**src/rtl/core/text_console_glyph_renderer_core_defines.svh**
```systemverilog
// Assertion macros shared by the glyph renderer RTL.
// Needs clk and rst_n in scope where a macro is used.
`ifndef TEXT_CONSOLE_GLYPH_RENDERER_CORE_DEFINES_SVH
`define TEXT_CONSOLE_GLYPH_RENDERER_CORE_DEFINES_SVH

// Same-cycle implication, checked outside reset
`define TCGR_ASSERT_NOW(name, ante, cons, msg) \
    name: assert property (@(posedge clk) disable iff (!rst_n) (ante) |-> (cons)) \
        else $error(msg);

// Next-cycle implication, checked outside reset
`define TCGR_ASSERT_NEXT(name, ante, cons, msg) \
    name: assert property (@(posedge clk) disable iff (!rst_n) (ante) |=> (cons)) \
        else $error(msg);

`endif

```
**src/rtl/core/tcgr_pkg.sv**
```systemverilog
// Package for the text console glyph renderer: constants, codes and the
// controller/datapath handshake structs. No dependencies.
package tcgr_pkg;

    // Screen and font geometry
    localparam int SCREEN_WIDTH  = 1024;
    localparam int SCREEN_HEIGHT = 768;
    localparam int GLYPH_SIZE    = 8;
    localparam int GLYPH_COUNT   = 256;

    // Field and storage widths
    localparam int COORD_W    = 10;
    localparam int CODE_W     = 8;
    localparam int GROW_W     = 3;
    localparam int VAL_W      = 8;
    localparam int WORD_W     = 32;
    localparam int GS_W       = $clog2(GLYPH_SIZE);
    localparam int GC_W       = $clog2(GLYPH_COUNT);
    localparam int ROW_AW     = $clog2(GLYPH_COUNT * GLYPH_SIZE);
    localparam int BIT_IDX_W  = $clog2(VAL_W);
    localparam int COL_SUM_W  = $clog2(SCREEN_WIDTH) + 2;
    localparam int ROW_SUM_W  = $clog2(SCREEN_HEIGHT) + 2;
    localparam int PADDR_W    = 3;
    localparam int IN_DATA_W  = 24;
    localparam int OUT_DATA_W = 104;

    localparam logic [CODE_W-1:0] NEWLINE_CODE     = 8'd10;
    localparam logic [WORD_W-1:0] FRAME_BASE_RESET = 32'h7f60_0000;
    localparam logic [WORD_W-1:0] TEXT_COLOR_RESET = 32'h00ff_ffff;

    // Register map indexes (byte address 4*index)
    localparam logic REG_FRAME_BASE = 1'b0;
    localparam logic REG_TEXT_COLOR = 1'b1;

    typedef enum logic [1:0] {
        CMD_PUT_CHAR   = 2'd0,
        CMD_LOAD_ROW   = 2'd1,
        CMD_LOAD_WIDTH = 2'd2,
        CMD_HOME       = 2'd3
    } cmd_t;

    typedef enum logic [1:0] {
        ST_IDLE,
        ST_SCAN,
        ST_FINISH
    } state_t;

    // Controller to datapath
    typedef struct packed {
        logic accept;     // take the input beat
        logic step;       // advance the glyph scan by one pixel
        logic capture;    // latch the current pixel as pending
        logic emit_pend;  // move the pending pixel to the output, not last
        logic finish;     // load the closing result of this item
    } ctrl_cmd_t;

    // Datapath to controller
    typedef struct packed {
        logic is_draw;    // input beat is a put-char that scans a glyph
        logic pix_hit;    // current scan pixel is set and on screen
        logic scan_end;   // current scan pixel is the last of the glyph
        logic pend_valid; // a pixel waits in the pending slot
        logic out_free;   // output register can take a beat this cycle
    } dp_status_t;

endpackage

```
**src/rtl/core/tcgr_apb_regs.sv**
```systemverilog
// Configuration registers of the glyph renderer behind an APB-style port.
// Depends on tcgr_pkg.
module tcgr_apb_regs
(
    input  logic                              clk,
    input  logic                              rst_n,
    input  logic                              psel,
    input  logic                              penable,
    input  logic                              pwrite,
    input  logic [tcgr_pkg::PADDR_W-1:0]      paddr,
    input  logic [tcgr_pkg::WORD_W-1:0]       pwdata,
    output logic [tcgr_pkg::WORD_W-1:0]       prdata,
    output logic                              pready,
    output logic [tcgr_pkg::WORD_W-1:0]       frame_base,
    output logic [tcgr_pkg::WORD_W-1:0]       text_color
);

    logic [tcgr_pkg::WORD_W-1:0] frame_base_reg;
    logic [tcgr_pkg::WORD_W-1:0] text_color_reg;
    logic                        reg_idx;
    logic                        wr_en;

    assign pready  = 1'b1;
    assign reg_idx = paddr[2];
    assign wr_en   = psel && penable && pwrite && pready;

    // Register writes in the access phase
    always_ff @(posedge clk or negedge rst_n)
    begin
        if (!rst_n)
        begin
            frame_base_reg <= tcgr_pkg::FRAME_BASE_RESET;
            text_color_reg <= tcgr_pkg::TEXT_COLOR_RESET;
        end
        else if (wr_en)
        begin
            case (reg_idx)
                tcgr_pkg::REG_FRAME_BASE: frame_base_reg <= pwdata;
                tcgr_pkg::REG_TEXT_COLOR: text_color_reg <= pwdata;
                default:                  frame_base_reg <= frame_base_reg;
            endcase
        end
    end

    // Read mux
    always_comb
    begin
        case (reg_idx)
            tcgr_pkg::REG_FRAME_BASE: prdata = frame_base_reg;
            tcgr_pkg::REG_TEXT_COLOR: prdata = text_color_reg;
            default:                  prdata = '0;
        endcase
    end

    assign frame_base = frame_base_reg;
    assign text_color = text_color_reg;

endmodule

```
**config.mk**
```make
export PLATFORM = sky130hd
export DESIGN_NAME = tcgr_apb_regs
export DESIGN_NICKNAME = d
export VERILOG_FILES = /design/src/rtl/core/text_console_glyph_renderer_core_defines.svh /design/src/rtl/core/tcgr_pkg.sv /design/src/rtl/core/tcgr_apb_regs.sv
export SDC_FILE = /design/constraint.sdc
export NUM_CORES = 1
export LEC_CHECK = 0
export BUFFER_PORTS_ARGS = -buffer_cell sky130_fd_sc_hd__buf_2
export CAP_MARGIN = 20
export CELL_PAD_IN_SITES_DETAIL_PLACEMENT = 1
export CELL_PAD_IN_SITES_GLOBAL_PLACEMENT = 2
export CORE_MARGIN = 2
export CORE_UTILIZATION = 30
export DETAILED_ROUTE_END_ITERATION = 8
export PLACE_DENSITY = 0.78
export REMOVE_ABC_BUFFERS = 1
export SYNTH_ARGS = -nofsm -noshare
export SYNTH_HDL_FRONTEND = slang
export SYNTH_SLANG_ARGS = --single-unit
export TNS_END_PERCENT = 10
```
**constraint.sdc**
```tcl
create_clock -name clk -period 2.35 [get_ports clk]
set_input_delay 0.705 -clock clk [delete_from_list [all_inputs] [get_ports clk]]
set_output_delay 0.705 -clock clk [all_outputs]
set_load 0.01 [all_outputs]
```
; ---- Word-level counts from Yosys, hierarchy flattened
; Cells that the tools add are included.
; Widths: inputs -> output; s select.
[classes]
n_mux = 1
n_bitwise = 1
n_reduce_logical = 4
[op_table]
columns = cell, n
row1 = $pmux 32 s2, 1
row2 = $reduce_and 2->1, 2
row3 = $logic_and 1x1->1, 2
row4 = $not 1->1, 1
[word_totals]
regBits = 64
inputBits = 40
output_inout_bits = 97

; ---- Logic depth before layout (Yosys ltp)
[logic_depth]
ltp_word = 3
depth_mapped = 4

; ---- Least setup slack after synthesis
; Ideal clock, no wire load.
[synth_path]
kind = input to output
from = input paddr[2] in the netlist's numbering
to = output prdata[0] in the netlist's numbering
arrival_ns = 1.436
t_required_ns = 1.645
path_slack_ns = 0.209
cell_stages = 3
n_path_buf = 2
path_cell_list = buf_2 -> buf_2 -> mux2_2
[synth_via]
elab_chain_cells = 2
[synth_rtl]
columns = item, line
row1 = "start, declared", tcgr_apb_regs.sv:10  ; input logic [tcgr_pkg::PADDR_W-1:0] paddr,
row2 = $not 1->1, -
row3 = $pmux 32 s2 (*), tcgr_apb_regs.sv:48  ; case (reg_idx)
row4 = "end, declared", tcgr_apb_regs.sv:12  ; output logic [tcgr_pkg::WORD_W-1:0] prdata,
; Every way passes the cells marked *; elsewhere a longest branch is shown, timed or not.

; ---- Worst setup path after layout
[layout_path]
from = input paddr[2] in the netlist's numbering
to = output prdata[3] in the netlist's numbering
; The elaborated chain is that of the path after synthesis.

==> impl_results.md <==
- Total CTS buffers: 9
- Max Buffers Root-to-Sink: 2
- Mapped Avg Cell Area: approximately 17 sq um
- I/O pin total: roughly 140
- Fmax achieved: approximately 0.45 GHz
- Site Rows: 36
- Mux cell area share after synthesis: about two fifths
- Final Non-Filler Cells: 450
- Number of global-route vias before repair: just under 2k
- Detail Placement HPWL: between 4000 and 5000 um
- Asr flop ratio synth: 100%
- Post-synthesis adder-cell area fraction: 0%
- Nets: 352
- Yosys cell types: 11
- Layout Skew: 0 ns
- Placed cell count: between 400 and 500
- Worst Slack Setup Final: 0.132 ns
- Core ar.: between 9000 and 10000 sq um
- Die height: slightly above 100 um
- WP data required: around 1.6 ns
- Initial Util: a little under a third
- Largest cells by area after synthesis: dfstp_2, dfrtp_1, mux2_2
- Gate Count Post-Synth: ~170
- CTS tree: built
- Number of synthesized flops with an enable pin: 0
- Final setup violating endpoints: 0
- Share of post-route cells with drive strength above 1: 88.6%
- Worst min path class: in -> async
- Final Max Tran Viols: 0
- CTS resizes: 0
- Hold Fails Final Rpt: 0
- CTS hold repair buffers: 0
- Critical path cell sequence: buf_2, buf_12, mux2_2, buf_2
- Post-synth top area share: between 20 and 30%
- Die Wd: around 100 um
- WP data arrival: 1.51 ns
- Count of antenna-violating nets left after detailed routing: 0
- Max-cap violations: 0
- DRC viols: 0
- Input/output buffers: 133
- Detailed-route wire length per cell: 15.3 um
- GRT Overall Usage: 13.0%
- Setup Buffers After CTS: 0
- Routed vias/inst: approximately 4.4
- Vias: 1960
- Largest net degree at the start of global routing: 65
- Most frequent cell after synthesis: mux2_2
- Setup Crit Path Kind: in -> out
- Yosys warns: 0
- Initial DRC count: 39
- R2r endpoint: frame_base[19]
- Worst Path Max Fanout: 17
- Synth Area in Compound Gates: 0%
- Worst setup SP type: primary input
- N_diodes: 0
- Fillers: about 1.1k
- Grt ovf: 0
- Worst setup path end: prdata[3]
- First-pass GRT wire length: 10500 um
- Clock transition at path regs: 0.07 ns
- Top cells by count, synth: mux2_2, dfstp_2, dfrtp_1, mux2_4, buf_2
- Cell Area, Synth: between 2000 and 3000 sq um
- Run status: finished, final reports clean
- DP Worst Slack: between 0.1 and 0.15 ns
- Worst vdd rail ir drop: around 0.31 mV
- Most used cell, CP: buf_2
- R2R depth: 1
- TNS Setup: 0 ns
- Die area: between 10000 and 15000 sq um
- Synth Area in Simple Gates: 1.23%
- Area grow syn2layout: 35.4%
- Static leakage: between 0.002 and 0.0025 uW
- Synth Register Bits: 64
- Crit path largest cell delay: 0.34 ns
- Slowest cell on crit path: mux2_2
- CP endpoint kind: output pin
- Period utilisation layout: 94.4%
- Largest family of logic cells by synthesized area: multiplexers
- Critical R2R Launch: frame_base[19]
- RSZ-0062 raised after global routing: false
- Post-Route WL: around 6900 um
- Largest area contributor in the netlist: dfstp_2
- CTS Sinks: 64
- R2r setup slk: about 1.6 ns
- Clock Latency Late Sink: about 0.34 ns
- Sequential area share after synthesis: 55.6%
- H-Tree Depth: 3
- Initial antenna violation count: 0
- Post-synthesis xor/xnor area fraction: 0%
- PwrDens: ~920 nW/um^2
- Pre-antenna DRT Iters: 4
- CTS Root Buffer Type: clkbuf_8
- Gpl congestion: 0.658
- Min Clock Period, post-route: about 2.2 ns
- Commonest register cell after synthesis: dfstp_2
- Crit path launch: paddr[2]
[layer usage]
metal	track usage, %	part of all wire, %	routed length [um]	vias up
li1	-	-	-	899
met1	16.4	43	2980	986
met2	21.0	50	3450	69
met3	4.84	5.7	395	6
met4	3.95	0.91	63	0
met5	0	0	0	-
[cells in the final DEF (no fill, tap or decap), drive strengths merged]
cell type,count
conb,1
clkinv,3
nand4,1
nand4b,1
buf,138
clkbuf,12
bufinv,1
dfrtp,31
mux2,96
dfstp,33
[worst max-delay path: cells and delay by family]
kind / cells / cell delay, ns
mux: 1 / 0.34
buf+inv: 3 / 0.46
[how the worst min path moves through the flow]
| stage | start | end | depth (start not counted) |
|---|---|---|---|
| 6_report | rst_n | frame_base[0] | 2 |
| 5_1_grt | rst_n | frame_base[9] | 2 |
| 4_1_cts | rst_n | frame_base[0] | 2 |
| 3_5_place_dp | frame_base[6] | frame_base[6] | 1 |
| 3_3_place_gp | text_color[25] | text_color[25] | 1 |
| 2_1_floorplan | rst_n | frame_base[0] | 0 |
[power breakdown]
group | internal, uW | switching, uW | total (uW)
Sequential | 1440 | 187 | 1630
Clock | 515 | 415 | 929
Combinational | 635 | 488 | 1120
[through the flow]
| stage | hold slack (ns) | utilization (%) | instance area [sq um] | power [uW] |
|---|---|---|---|---|
| after floorplan | 0.409 | - | 2880 | 2240 |
| after global placement | 0.509 | 39.3 | 3810 | 2750 |
| after detailed placement | 0.524 | 39.3 | 3810 | 2780 |
| after CTS | 0.380 | 41.3 | 4000 | 3760 |
| after global routing | 0.384 | 41.3 | 4000 | 3920 |
| final | 0.383 | 41.3 | 4000 | 3680 |
[final cells by class]
| type | instances | area (sq um) | share of cell area (%) |
|---|---|---|---|
| clock buffer | 12 | 145 | 3.63 |
| clock inverter | 4 | 45.0 | 1.13 |
| multi-input combinational | 99 | 1230 | 30.9 |
| sequential | 64 | 1640 | 41.1 |
| tap | 133 | 166 | 4.16 |
| timing repair buffer | 138 | 766 | 19.1 |
[logic make-up after synthesis]
| group | Yosys count |
|---|---|
| buf+inv | 11 |
| other cells | 1 |
| mux | 96 |
| flops | 64 |
| simple gates | 2 |
Note: power is estimated with default switching activity, not from simulation.
