<file path="src/rtl/core/text_console_glyph_renderer_core_defines.svh">
// Assertion macros shared by the glyph renderer RTL.
// Needs clk and rst_n in scope where a macro is used.
`ifndef TEXT_CONSOLE_GLYPH_RENDERER_CORE_DEFINES_SVH
`define TEXT_CONSOLE_GLYPH_RENDERER_CORE_DEFINES_SVH

// Same-cycle implication, checked outside reset
`define TCGR_ASSERT_NOW(name, ante, cons, msg) \
    name: assert property (@(posedge clk) disable iff (!rst_n) (ante) |-> (cons)) \
        else $error(msg);

// Next-cycle implication, checked outside reset
`define TCGR_ASSERT_NEXT(name, ante, cons, msg) \
    name: assert property (@(posedge clk) disable iff (!rst_n) (ante) |=> (cons)) \
        else $error(msg);

`endif

</file>
<file path="src/rtl/core/tcgr_pkg.sv">
// Package for the text console glyph renderer: constants, codes and the
// controller/datapath handshake structs. No dependencies.
package tcgr_pkg;

    // Screen and font geometry
    localparam int SCREEN_WIDTH  = 1024;
    localparam int SCREEN_HEIGHT = 768;
    localparam int GLYPH_SIZE    = 8;
    localparam int GLYPH_COUNT   = 256;

    // Field and storage widths
    localparam int COORD_W    = 10;
    localparam int CODE_W     = 8;
    localparam int GROW_W     = 3;
    localparam int VAL_W      = 8;
    localparam int WORD_W     = 32;
    localparam int GS_W       = $clog2(GLYPH_SIZE);
    localparam int GC_W       = $clog2(GLYPH_COUNT);
    localparam int ROW_AW     = $clog2(GLYPH_COUNT * GLYPH_SIZE);
    localparam int BIT_IDX_W  = $clog2(VAL_W);
    localparam int COL_SUM_W  = $clog2(SCREEN_WIDTH) + 2;
    localparam int ROW_SUM_W  = $clog2(SCREEN_HEIGHT) + 2;
    localparam int PADDR_W    = 3;
    localparam int IN_DATA_W  = 24;
    localparam int OUT_DATA_W = 104;

    localparam logic [CODE_W-1:0] NEWLINE_CODE     = 8'd10;
    localparam logic [WORD_W-1:0] FRAME_BASE_RESET = 32'h7f60_0000;
    localparam logic [WORD_W-1:0] TEXT_COLOR_RESET = 32'h00ff_ffff;

    // Register map indexes (byte address 4*index)
    localparam logic REG_FRAME_BASE = 1'b0;
    localparam logic REG_TEXT_COLOR = 1'b1;

    typedef enum logic [1:0] {
        CMD_PUT_CHAR   = 2'd0,
        CMD_LOAD_ROW   = 2'd1,
        CMD_LOAD_WIDTH = 2'd2,
        CMD_HOME       = 2'd3
    } cmd_t;

    typedef enum logic [1:0] {
        ST_IDLE,
        ST_SCAN,
        ST_FINISH
    } state_t;

    // Controller to datapath
    typedef struct packed {
        logic accept;     // take the input beat
        logic step;       // advance the glyph scan by one pixel
        logic capture;    // latch the current pixel as pending
        logic emit_pend;  // move the pending pixel to the output, not last
        logic finish;     // load the closing result of this item
    } ctrl_cmd_t;

    // Datapath to controller
    typedef struct packed {
        logic is_draw;    // input beat is a put-char that scans a glyph
        logic pix_hit;    // current scan pixel is set and on screen
        logic scan_end;   // current scan pixel is the last of the glyph
        logic pend_valid; // a pixel waits in the pending slot
        logic out_free;   // output register can take a beat this cycle
    } dp_status_t;

endpackage

</file>
<file path="src/rtl/core/tcgr_ctrl.sv">
// Control state machine for the glyph renderer: sequences accept, scan and
// finish of each item. Depends on tcgr_pkg.
module tcgr_ctrl
(
    input  logic                  clk,
    input  logic                  rst_n,
    input  logic                  s_tvalid,
    output logic                  s_tready,
    input  tcgr_pkg::dp_status_t  status,
    output tcgr_pkg::ctrl_cmd_t   cmd
);

    tcgr_pkg::state_t state_reg;
    tcgr_pkg::state_t state_next;
    logic             stall;

    // Hold the scan while a second hit finds the output still full
    assign stall = status.pix_hit && status.pend_valid && !status.out_free;

    // State register
    always_ff @(posedge clk or negedge rst_n)
    begin
        if (!rst_n)
        begin
            state_reg <= tcgr_pkg::ST_IDLE;
        end
        else
        begin
            state_reg <= state_next;
        end
    end

    // Next state
    always_comb
    begin
        state_next = state_reg;
        case (state_reg)
            tcgr_pkg::ST_IDLE:
            begin
                if (s_tvalid)
                begin
                    state_next = status.is_draw ? tcgr_pkg::ST_SCAN : tcgr_pkg::ST_FINISH;
                end
            end
            tcgr_pkg::ST_SCAN:
            begin
                if (!stall && status.scan_end)
                begin
                    state_next = tcgr_pkg::ST_FINISH;
                end
            end
            tcgr_pkg::ST_FINISH:
            begin
                if (status.out_free)
                begin
                    state_next = tcgr_pkg::ST_IDLE;
                end
            end
            default:
            begin
                state_next = tcgr_pkg::ST_IDLE;
            end
        endcase
    end

    // Outputs
    always_comb
    begin
        s_tready      = 1'b0;
        cmd           = '0;
        case (state_reg)
            tcgr_pkg::ST_IDLE:
            begin
                s_tready   = 1'b1;
                cmd.accept = s_tvalid;
            end
            tcgr_pkg::ST_SCAN:
            begin
                cmd.step      = !stall;
                cmd.capture   = status.pix_hit && !stall;
                cmd.emit_pend = status.pix_hit && status.pend_valid && status.out_free;
            end
            tcgr_pkg::ST_FINISH:
            begin
                cmd.finish = status.out_free;
            end
            default:
            begin
                s_tready = 1'b0;
            end
        endcase
    end

endmodule

</file>
<file path="config.mk">
export PLATFORM = sky130hd
export DESIGN_NAME = tcgr_ctrl
export DESIGN_NICKNAME = d
export VERILOG_FILES = /design/src/rtl/core/text_console_glyph_renderer_core_defines.svh /design/src/rtl/core/tcgr_pkg.sv /design/src/rtl/core/tcgr_ctrl.sv
export SDC_FILE = /design/constraint.sdc
export NUM_CORES = 1
export LEC_CHECK = 0
export ABC_AREA = 1
export BUFFER_PORTS_ARGS = -buffer_cell sky130_fd_sc_hd__buf_2
export CAP_MARGIN = 20
export CORE_AREA = 3 3 40 42
export CTS_CLUSTER_DIAMETER = 150
export DETAILED_ROUTE_END_ITERATION = 8
export DIE_AREA = 0 0 43 45
export PLACE_DENSITY = 0.32
export SLEW_MARGIN = 20
export SYNTH_ARGS = -nofsm -noshare
export SYNTH_HDL_FRONTEND = slang
export SYNTH_SLANG_ARGS = --single-unit
</file>
<file path="constraint.sdc">
create_clock -name clk -period 3 [get_ports clk]
set_clock_uncertainty 0.15 [all_clocks]
set_input_delay 0.15 -clock clk [delete_from_list [all_inputs] [get_ports clk]]
set_output_delay 0.15 -clock clk [all_outputs]
set_load 0.005 [all_outputs]
</file>
-- Yosys cells after proc, flatten, opt, wreduce, memory -nomap -nowiden
Index checks and enable logic that the tools add are counted.
- output and inout bits: 6
- logic and storage cells: 24
- input bits: 8
- flip-flop bits (word level): 2
- muxes and demuxes: 9
- reductions and logical operators: 9
- equality and inequality tests: 5
- operators by type and width (operator ; number):
    2-bit 2-to-1 mux ; 4
    2-bit inequality test, second input constant ; 3
    2-bit case mux with 3 select lines ; 1
    1-bit logical AND ; 5
    1-bit 2-to-1 mux ; 3
    3-bit 2-to-1 mux ; 1
    3-bit AND reduction ; 1
    2-bit by 1-bit equality test with 1-bit output, second input constant ; 1
    2-bit equality test, second input constant ; 1
    1-bit zero test ; 2
    2-bit zero test ; 1

-- Logic depth before layout (Yosys ltp)
- depth after elaboration: 6
- mapped depth: 6
- gate-level depth less buffers: 6

-- Worst setup path after synthesis
OpenSTA, ideal clock, no wires.
- kind: reg2reg
- start point: reg state_reg[0]
- end point: reg state_reg[1]
- setup slack: 1.925 ns
- data required time: 2.732 ns
- stages on the path, launching flop included: 7
- arrival: 0.807 ns
- path through: dfrtp_1 > nor2_2 > nand2_2 > nand2_1 > nor2_1 > nand2_1 > nand2_1
- cells in the longest elaborated chain, start to end: 3
- elaborated cells between the ends (all ways): 8
- those cells by class: 5 x eq/ne; 1 x mux; 2 x reduce/logical
- RTL lines (what ; line ; source):
    start, declared ; tcgr_ctrl.sv:13 ; tcgr_pkg::state_t state_reg;
    start signal, assigned ; tcgr_ctrl.sv:25 ; state_reg <= tcgr_pkg::ST_IDLE;
    start signal, assigned ; tcgr_ctrl.sv:29 ; state_reg <= state_next;
    2-bit by 1-bit equality test with 1-bit output (tied with other cells) ; tcgr_ctrl.sv:37 ; case (state_reg)
    2-bit inequality test (no line) ; - ;
    3-bit AND reduction (no line) ; - ;
Several ways; a longest one is shown, not always the timed one.
A chain may end at the register's enable or synchronous reset.

==> out/qor.txt <==
Sw Share: 41.82%
H-tree levels: 1
max-capacitance violation count: 0
Final Hold Viols: 0
status: complete, no violations
critical path type: flop to primary output
syn nets: 38
Core Region: 0.001285 mm^2
first-pass GRT wire length: 731 um
TritonCTS Buffers: 3
Skew-Pair Late Insertion Delay: 220 ps
# fillers: 154
post-route ant nets: 0
CTS clk-pin slew, worst paths: 30 ps
highest clock rate: 704.8 MHz
critical path's top delay family: flip-flops
worst hold-check path type: input pin to flop
Pleak: 0.1797 nW
ANT cells: 0
detailed placer's ending HPWL: 390.2 um
Layout area overhead: 65.96%
critical-path cell list: nor2_2, inv_2, nor3_2, buf_2
vias in the first global route: 214
setup violators final: 0
wire length per cell: 7.484 um
Max stage delay cell, worst path: dfrtp_1
drt pass-1 iters: 4
clock sinks: 2
slew margin rel.: 87.70%
largest driver fanout on the critical path: 5
Overflow after GRT: 0
max FFs per register: 2
unique cell type count in the Yosys netlist: 11
FF+latch count, synth: 2
XOR/XNOR Fraction of Synth Area: 0%
Slew Limit Fails: 0
Max stage delay on crit path: 420 ps
largest family of logic cells by synthesized area: simple AND/OR/NAND/NOR gates
synthesized cell area: 176.4 um^2
Simple-Gate Fraction of Synth Area: 53.90%
share of layout cells above drive strength 1: 46.81%
Worst VDD drop: 0.1806 mV
CP Data Arrival Time: 1120 ps
RSZ-0062 raised after global routing: no
Avg Vias per Cell: 3.710
IO Port Bufs: 13
die footprint: 0.001935 mm^2
Tmin final: 1419 ps
TritonCTS clock tree: built
post-route DRC violation count: 0
setup TNS: 0 ps
worst-margin pin slew: 184.5 ps
Yosys warnings: 0
post-synthesis compound-gate area fraction: 2.837%
initial DRC count: 9
type of origin of the critical path: flop
NumNets Final: 57
Final period util: 47.30%
Placement Rows: 13
Syn Area/Cell: 5.881 um^2
IO Pins: 14
Initial Util: 13.73%
P per Cell Area: 799.7 mW/mm^2
Die Y: 45 um
clk buf depth: 2
Post-Synth Adder-Cell Area: 0%
CP Capture Type: primary output
Logic pwr share: 49.4%
Post-Route WL: 464 um
GRT Total Usage: 5.653%
sequential area share after synthesis: 28.37%
final RePlAce weighted congestion: 0.6988
DR vias: 230
worst endpoint required time: 2700 ps
sequential power share: 25.3%
Post-Syn Instances: 30
mux contribution to synthesized area: 0%
power share of the clock group: 25.3%
largest net degree at the start of global routing: 6
worst path bufs/invs: 2
clk root buf: clkbuf_4
Total Power: 0.0002341 W
antenna violations before repair: 0
die width: 43 um
cell internal pwr: 0.0001362 W
Switch Pwr: 0.00009792 W
metrics by stage:
step                      instance area [um^2]  util [%]  hold slack, ps  setup slack (ps)  instances
after floorplan                          176.4         -          -295.6              1925         30
after global placement                   260.3     20.25          -211.8              1780         58
after detailed placement                 260.3     20.25          -211.0              1812         58
after CTS                                292.8     22.78           32.46              1558         62
after global routing                     292.8     22.78           45.93              1456         62
final                                    292.8     22.78           42.21              1581         62
worst register-to-register path: cells and delay by family, from the launching register on:
family | cells | cell delay [ps]
DFF | 1 | 410
and+or+nand+nor | 6 | 420
cells in the mapped netlist, drive strengths merged:
master / number / area share [%]
a21oi: 1 / 2.8
inv: 7 / 15
nand2: 9 / 21
dfrtp: 2 / 28
nor3: 3 / 11
nor2: 5 / 13
nand3: 3 / 8.5
layout by cell type (no fill, tap or decap):
cell / Yosys / layout
a21oi_1: 1 / 1
buf_2: 0 / 13
clkbuf_4: 0 / 3
dfrtp_1: 2 / 2
dlygate4sd3_1: 0 / 1
inv_1: 5 / 5
inv_2: 2 / 2
nand2_1: 8 / 8
nand2_2: 1 / 1
nand3_1: 3 / 3
nor2_1: 3 / 3
nor2_2: 2 / 2
nor3_1: 2 / 2
nor3_2: 1 / 1
final cells by class:
class	instances	area, um^2	share of cell area (%)
tap	15	18.77	6.410
timing repair buffer	14	75.07	25.64
inverter	7	26.28	8.974
sequential	2	50.05	17.09
clock buffer	3	22.52	7.692
multi-input combinational	21	100.1	34.19
worst paths after layout:
check	slack (ps)	depth (start not counted)	end	from
max in group asynchronous	2510	2	state_reg[1]	rst_n
hold reg to reg	490	3	state_reg[0]	state_reg[0]
setup / recovery	1580	4	cmd[2]	state_reg[1]
setup reg to reg	1900	6	state_reg[1]	state_reg[0]
hold / removal	40	3	state_reg[0]	status[4]
min in group asynchronous	90	2	state_reg[0]	rst_n
routing by layer:
metal / part of all wire [%] / up-vias / GRT usage [%]
met5: 0 / - / 0
met4: 0 / 0 / 3.614
met3: 12 / 0 / 6.773
met2: 44 / 8 / 6.886
met1: 43 / 97 / 5.276
li1: - / 125 / -
what timing repair did:
| item | 4_1_cts | 5_1_grt |
|---|---|---|
| hold buffers | 1 | 0 |
| hold endpoints to repair | 2 | 0 |
| resized for setup | 0 | 0 |
| setup buffers | 0 | 0 |
| setup endpoints to repair | 0 | 0 |
power by group through the flow:
stage	Combinational, W	Sequential [W]	Clock, W
CTS	0.000118	0.0000598	0.0000633
global route	0.000134	0.0000621	0.0000670
global placement	0.000120	0.0000623	0
detailed placement	0.000117	0.0000597	0
finish	0.000116	0.0000593	0.0000593
floorplan	0.0000773	0.0000565	0
cells by family after synthesis:
kind of cell           count (synthesis)
and+or+nand+nor                       20
buffers and inverters                  7
DFF                                    2
AOI/OAI and AO/OA                      1
Note: power is estimated with default switching activity, not from simulation.
